--- config.mk ---
export PLATFORM = sky130hd
export DESIGN_NAME = e2q_cordic
export DESIGN_NICKNAME = d
export VERILOG_FILES = /design/src/hw/rtl/e2q_pkg.sv /design/src/hw/rtl/e2q_cordic.sv
export SDC_FILE = /design/constraint.sdc
export NUM_CORES = 2
export LEC_CHECK = 0
export BUFFER_PORTS_ARGS = -buffer_cell sky130_fd_sc_hd__buf_4
export CORE_MARGIN = 3
export CORE_UTILIZATION = 50
export CTS_BUF_LIST = sky130_fd_sc_hd__clkbuf_8
export DETAILED_ROUTE_END_ITERATION = 6
export HOLD_SLACK_MARGIN = 0.05
export PLACE_DENSITY = 0.65
export SYNTH_ARGS = -nofsm -noshare
export SYNTH_HDL_FRONTEND = slang
export SYNTH_SLANG_ARGS = --single-unit
--- constraint.sdc ---
create_clock -name clock -period 8.4 [get_ports clock]
set_clock_uncertainty 0.15 [all_clocks]
set_input_delay 0.42 -clock clock [delete_from_list [all_inputs] [get_ports clock]]
set_output_delay 0.42 -clock clock [all_outputs]
set_load 0.05 [all_outputs]
--- src/hw/rtl/e2q_pkg.sv ---
`timescale 1ns / 1ps
`default_nettype none
package e2q_pkg;
   localparam int CordicStagesDefault = 14;
   localparam int AtanEntries = 24;
   localparam int AngleLimit = 25736;
   localparam int QuatOne = 16384;
   localparam int CordicW = 33;
   localparam logic signed [CordicW-1:0] CordicGain = 33'sh026DD3B6A;

   typedef struct packed {
      logic signed [15:0] roll_angle;
      logic signed [15:0] pitch_angle;
      logic signed [15:0] yaw_angle;
   } req_type;

   typedef struct packed {
      logic signed [15:0] quat_w;
      logic signed [15:0] quat_x;
      logic signed [15:0] quat_y;
      logic signed [15:0] quat_z;
   } rsp_type;

   // atan(2^-i) in Q.30, truncated
   function automatic logic signed [CordicW-1:0] atan_entry(input int idx);
      logic signed [CordicW-1:0] r;
      begin
         case (idx)
            0: r = 33'sh03243F6A8;  1: r = 33'sh01DAC6705;
            2: r = 33'sh00FADBAFC;  3: r = 33'sh007F56EA6;
            4: r = 33'sh003FEAB76;  5: r = 33'sh001FFD55B;
            6: r = 33'sh000FFFAAA;  7: r = 33'sh0007FFF55;
            8: r = 33'sh0003FFFEA;  9: r = 33'sh0001FFFFD;
            10: r = 33'sh0000FFFFF; 11: r = 33'sh00007FFFF;
            12: r = 33'sh00003FFFF; 13: r = 33'sh00001FFFF;
            14: r = 33'sh00000FFFF; 15: r = 33'sh000007FFF;
            16: r = 33'sh000003FFF; 17: r = 33'sh000001FFF;
            18: r = 33'sh000000FFF; 19: r = 33'sh0000007FF;
            20: r = 33'sh0000003FF; 21: r = 33'sh0000001FF;
            22: r = 33'sh0000000FF; 23: r = 33'sh00000007F;
            default: r = '0;
         endcase
         return r;
      end
   endfunction
endpackage
`default_nettype wire

--- src/hw/rtl/e2q_cordic.sv ---
`timescale 1ns / 1ps
`default_nettype none
// Unrolled rotation-mode CORDIC, one register stage per iteration.
// Produces rounded Q.16 half-angle cosine and sine.
module e2q_cordic #(
   parameter int STAGES = e2q_pkg::CordicStagesDefault
) (
   input  wire                       clock,
   input  wire signed [15:0]         angle,
   output logic signed [17:0]        cos_out,
   output logic signed [17:0]        sin_out
);
   import e2q_pkg::*;
   localparam int Run = (STAGES < AtanEntries) ? STAGES : AtanEntries;

   logic signed [CordicW-1:0] x_ff [Run+1];
   logic signed [CordicW-1:0] y_ff [Run+1];
   logic signed [CordicW-1:0] z_ff [Run+1];
   logic signed [15:0] sat_in;
   logic signed [CordicW-1:0] xr_in, yr_in;

   // clamp to +-pi and scale to Q.30 half-angle
   always_comb begin
      sat_in = angle;
      if (angle > 16'sd25736) sat_in = 16'sd25736;
      if (angle < -16'sd25736) sat_in = -16'sd25736;
   end

   always_ff @(posedge clock) begin
      x_ff[0] <= CordicGain;
      y_ff[0] <= '0;
      z_ff[0] <= {{(CordicW-32){sat_in[15]}}, sat_in, 16'h0000};
   end

   for (genvar i = 0; i < Run; i++) begin : g_stage
      always_ff @(posedge clock) begin
         if (!z_ff[i][CordicW-1]) begin
            x_ff[i+1] <= x_ff[i] - (y_ff[i] >>> i);
            y_ff[i+1] <= y_ff[i] + (x_ff[i] >>> i);
            z_ff[i+1] <= z_ff[i] - atan_entry(i);
         end else begin
            x_ff[i+1] <= x_ff[i] + (y_ff[i] >>> i);
            y_ff[i+1] <= y_ff[i] - (x_ff[i] >>> i);
            z_ff[i+1] <= z_ff[i] + atan_entry(i);
         end
      end
   end

   // round Q.30 to Q.16
   assign xr_in = (x_ff[Run] + 33'sd8192) >>> 14;
   assign yr_in = (y_ff[Run] + 33'sd8192) >>> 14;
   always_ff @(posedge clock) begin
      cos_out <= xr_in[17:0];
      sin_out <= yr_in[17:0];
   end
endmodule
`default_nettype wire

== Word-level counts from Yosys, hierarchy flattened ==
Memories as Yosys holds them, arrays and structs flattened.
Index checks and enable logic that the tools add are counted.

* Add/sub/neg operators: 85
* $lt $le $gt $ge: 2
* Muxes and demuxes: 72
* Bitwise gates (word level): 42

{| class="wikitable"
|+ Operators with widths
! cell !! count
|-
| 33-bit two-way mux || 42
|-
| 33-bit by 20-bit adder with 33-bit output || 2
|-
| 33-bit by 21-bit adder with 33-bit output || 2
|-
| 33-bit by 22-bit adder with 33-bit output || 2
|-
| 33-bit by 23-bit adder with 33-bit output || 2
|-
| 33-bit by 24-bit adder with 33-bit output || 2
|-
| 33-bit by 25-bit adder with 33-bit output || 2
|-
| 33-bit by 26-bit adder with 33-bit output || 2
|-
| 33-bit by 27-bit adder with 33-bit output || 2
|-
| 33-bit by 28-bit adder with 33-bit output || 2
|-
| 33-bit by 29-bit adder with 33-bit output || 2
|-
| 33-bit by 30-bit adder with 33-bit output || 2
|-
| 33-bit by 31-bit adder with 33-bit output || 2
|-
| 33-bit by 32-bit adder with 33-bit output || 2
|-
| 33-bit by 20-bit subtractor with 33-bit output || 2
|-
| 33-bit by 21-bit subtractor with 33-bit output || 2
|-
| 33-bit by 22-bit subtractor with 33-bit output || 2
|-
| 33-bit by 23-bit subtractor with 33-bit output || 2
|-
| 33-bit by 24-bit subtractor with 33-bit output || 2
|-
| 33-bit by 25-bit subtractor with 33-bit output || 2
|-
| 33-bit by 26-bit subtractor with 33-bit output || 2
|-
| 33-bit by 27-bit subtractor with 33-bit output || 2
|-
| 33-bit by 28-bit subtractor with 33-bit output || 2
|-
| 33-bit by 29-bit subtractor with 33-bit output || 2
|-
| other kinds (39) || 113
|}

* Bits in registers: 36
* RAM bits: 1485
* Input port bits: 17
* Output and inout port bits: 36
* Word-level logic and storage cells: 206
* Memories: 3

{| class="wikitable"
|+ Memories
! name !! words !! bits a word !! rd ports !! clocked after memory_dff !! write ports !! RTL line !! RTL
|-
| x_ff || 15 || 33 || 15 || 0 || 15 || e2q_cordic.sv:16 || <nowiki>logic signed [CordicW-1:0] x_ff [Run+1];</nowiki>
|-
| y_ff || 15 || 33 || 15 || 0 || 15 || e2q_cordic.sv:17 || <nowiki>logic signed [CordicW-1:0] y_ff [Run+1];</nowiki>
|-
| z_ff || 15 || 33 || 14 || 0 || 15 || e2q_cordic.sv:18 || <nowiki>logic signed [CordicW-1:0] z_ff [Run+1];</nowiki>
|}

== Depth between registers and ports, before layout ==
* Depth after elaboration: 3
* Mapped depth: 21
* Gate-level depth less buffers: 21

== Worst setup path after synthesis ==
OpenSTA, ideal clock, no wires.

* Path kind: register to register
* Start: memory z_ff[2][32]
* End: memory y_ff[3][32]
* Library setup time: 115 ps
* Arrival: 4566 ps
* Required time: 8135 ps
* Slack: 3568 ps
* Cell stages (with the launch flop): 17
* Path buffers: 4
* Period minus slack after synthesis: 4832 ps
* Path through: dfxtp_1 > clkbuf_1 > clkbuf_1 > clkbuf_1 > buf_1 > mux2i_1 > ha_1 > nor2b_1 > o2111ai_1 > a31oi_1 > a31oi_1 > nor4_1 > o41a_1 > a41oi_1 > o21ai_1 > or4_1 > and3_1

{| class="wikitable"
|+ RTL lines
! what !! RTL line
|-
| from (decl) || e2q_cordic.sv:18
|-
| to (decl) || e2q_cordic.sv:17
|}

==> results_dict.tcl <==
set metrics [dict create \
    tightest_slew_ns 1.20 \
    avgSynthCellArea_sq_um 8.44 \
    antenna_left 0 \
    hold_viol_final 0 \
    critical_path.endpoint_type "register" \
    hold_end "z_ff[0][28]" \
    cpPeakStageDelay_ns 1.14 \
    worstPathBufferInverterCount 1 \
    cts_setup_buffers 0 \
    clk_pin_slew_worst_paths_ns 0.06 \
    track_usage_pct 25.0 \
    arrival_ns 6.56 \
    grt_pass1_vias 75300 \
    critPathLaunchType "register" \
    cts_buffer_depth 3 \
    dr_total_vias 78000 \
    antenna_found_initial 5 \
    synth_ff_type "dfxtp_1" \
    critPathKind "reg -> reg" \
    nets 12200 \
    port-buffer-count 52 \
    crit_family "compound AO/OA/AOI/OAI gates" \
    clock_sinks 1226 \
    ios 53 \
    status "complete, but fails checks" \
    core_area_sq_um 181000 \
    synthesis.nets 12000 \
    cp.required_ns 9.13 \
    crit_top_cell "a21o_1" \
    drv_cap 0 \
    grt_overflow 0 \
    reg2reg_depth 16 \
    ys_types 106 \
    hp-class "in -> reg" \
    slew_headroom_pct 19.7 \
    htree_levels 4 \
    async_reset_ff_share_pct 0 \
    crit_chain "clkinv_1, a21oi_1, o21ai_1, nor2_1, xor2_1, ha_1, a21o_1, a21o_1, a32o_1, nor3_1, a21o_1, a31oi_1, a31o_2, a21o_1, a21oi_1, xnor2_1" \
    synthTopCellsByArea "dfxtp_1 (27%), ha_1 (16%), xnor2_1 (9.2%)" \
    die-area_sq_um 188000 \
    rrSetupSlack_ns 2.58 \
    synth_top_area_share_pct 26.9 \
    finalSetupTns_ns 0 \
    whs_path_depth 5 \
    ys_seq_area_share_pct 26.9 \
    wl_mm 243 \
    drt-initial-drc-count 5038 \
    wl_per_cell_um 18.0 \
    worstReg2RegStart "z_ff[6][32]" \
    drc_errors 6 \
    cpMaxStageDelayCell "clkinv_1" \
    initial_utilization_pct 50.4 \
    fin_ws_ns 2.58 \
    yosys.area.top_type "dfxtp_1" \
    slew_viol_final 0 \
    fin_crit_sh_pct 69.3 \
    cts_root_buffer "clkbuf_8" \
    fp.dieW_um 433 \
    dr.pass1.iters 7 \
    clkLatencyLatePin_ns 0.96 \
    hold_start "angle[13]" \
    die_y_um 433 \
    viasPerCell 5.78 \
    grt_pass1_wl_mm 388 \
    numCtsBuffers 209 \
    gp_congestion 0.950 \
    path_max_fanout 23 \
    syn-instance-count 10800 \
    synth-seq-cells 1226 \
    synth_edf_count 0 \
    drive_above_1_share_pct 4.99 \
    pre_cts_slack_ns 2.55 \
    post_cts_resized 0 \
    synthesis.area_sq_um 91200 \
    fmax_mhz 172 \
    cts_tree "built" \
    hpwl_mm 194 \
    synthToLayoutAreaGrowth_pct 8.69 \
    rsz0062_at_grt "false" \
    rows 156 \
    violations "design-rule violations" \
    ys_warn_count 0 \
    grt_max_degree 81 \
    min_period_ns 5.82 \
    rr_endpoint "y_ff[7][29]" \
    setup_viol 0 \
]
## worst max-delay path by stage
| stage | startpoint | end | slack [ns] | cells past startpoint |
|---|---|---|---|---|
| after global routing | z_ff[6][32] | y_ff[7][29] | 2.19 | 16 |
| after floorplan | z_ff[2][32] | y_ff[3][32] | 3.57 | 16 |
| after detailed placement | z_ff[6][32] | y_ff[7][29] | 2.55 | 16 |
| final | z_ff[6][32] | y_ff[7][29] | 2.58 | 16 |
| after CTS | z_ff[6][32] | y_ff[7][29] | 2.51 | 16 |
| after global placement | z_ff[6][32] | y_ff[7][29] | 2.71 | 16 |
## metrics by stage
step	utilization, %	cells	hold WS (ns)	cell area (sq um)
6_report	54.8	13500	0.223	99100
2_1_floorplan	-	10800	0.205	91200
3_3_place_gp	52.0	13100	0.261	94100
4_1_cts	54.8	13500	0.0606	99100
3_5_place_dp	52.0	13100	0.264	94100
5_1_grt	54.8	13500	0.146	99100
## timing repair
action / 4_1_cts / 5_1_grt
hold buffers: 46 / 0
endpoints found under the setup margin: 0 / 0
endpoints found under the hold margin: 16 / 0
## metal layers
| layer | GRT usage [%] | wire length, um | vias up | part of all wire (%) |
|---|---|---|---|---|
| met1 | 31.1 | 107000 | 36400 | 44 |
| li1 | - | - | 39300 | - |
| met2 | 44.0 | 116000 | 1830 | 48 |
| met4 | 9.29 | 8480 | 2 | 3.5 |
| met3 | 3.46 | 11200 | 464 | 4.6 |
| met5 | 0 | 12 | - | 0.0049 |
## worst register-to-register path: cells and delay by family, from the launching register on
| family | cells | cell delay, ns |
|---|---|---|
| fa+ha+maj | 1 | 0.32 |
| buf+inv | 1 | 1.14 |
| flops | 1 | 0.74 |
| xor+xnor | 2 | 0.31 |
| simple gates | 2 | 0.49 |
| compound gates | 10 | 2.61 |
## cell type report
| class | instances | area (sq um) |
|---|---|---|
| Antenna cell | 5 | 12.5 |
| Clock inverter | 124 | 1090 |
| Sequential cell | 1226 | 24600 |
| Fill cell | 16700 | 81800 |
| Multi-Input combinational cell | 8944 | 64200 |
| Timing Repair Buffer | 120 | 1020 |
| Clock buffer | 252 | 3470 |
| Tap cell | 2370 | 2970 |
| Inverter | 466 | 1750 |
## synth_stat cells, drive strengths merged, types with 74 or more instances
| master | n |
|---|---|
| nor4 | 74 |
| nor2 | 973 |
| a211oi | 115 |
| o21ai | 530 |
| inv | 462 |
| nand3 | 197 |
| nand4 | 90 |
| clkbuf | 135 |
| o21a | 168 |
| xnor2 | 961 |
| ha | 1180 |
| nand2b | 151 |
| a21o | 470 |
| xor2 | 544 |
| nor3 | 281 |
| a21oi | 1177 |
| and3 | 111 |
| a31oi | 123 |
| nand2 | 563 |
| o21bai | 120 |
| nor2b | 140 |
| dfxtp | 1226 |
## cells in the final DEF, fill, tap and decap left out, types with 197 or more instances in the layout
cell,n
o21ai_0,462
nand2_1,563
ha_1,1180
dfxtp_1,1214
xor2_1,544
a21o_1,470
nor2_1,973
a21oi_1,1172
inv_1,516
clkbuf_8,252
xnor2_1,960
nand3_1,197
nor3_1,277
## kinds of logic after synthesis
kind of cell / synth area share, %
AOI/OAI and AO/OA: 22.4
and+or+nand+nor: 15.6
xor gates and xnor gates: 14.5
DFF: 26.9
adders and majority gates: 16.9
buffers and inverters: 2.63
muxes: 1.07
## flip-flops by register name, summed over array words and instances (netlist names)
signal,flops
cos_out,18
sin_out,18
x_ff,390
y_ff,416
z_ff,384
Power is not shown: default switching activity piles up to over one toggle a cycle in this logic, so the estimate is an artifact.
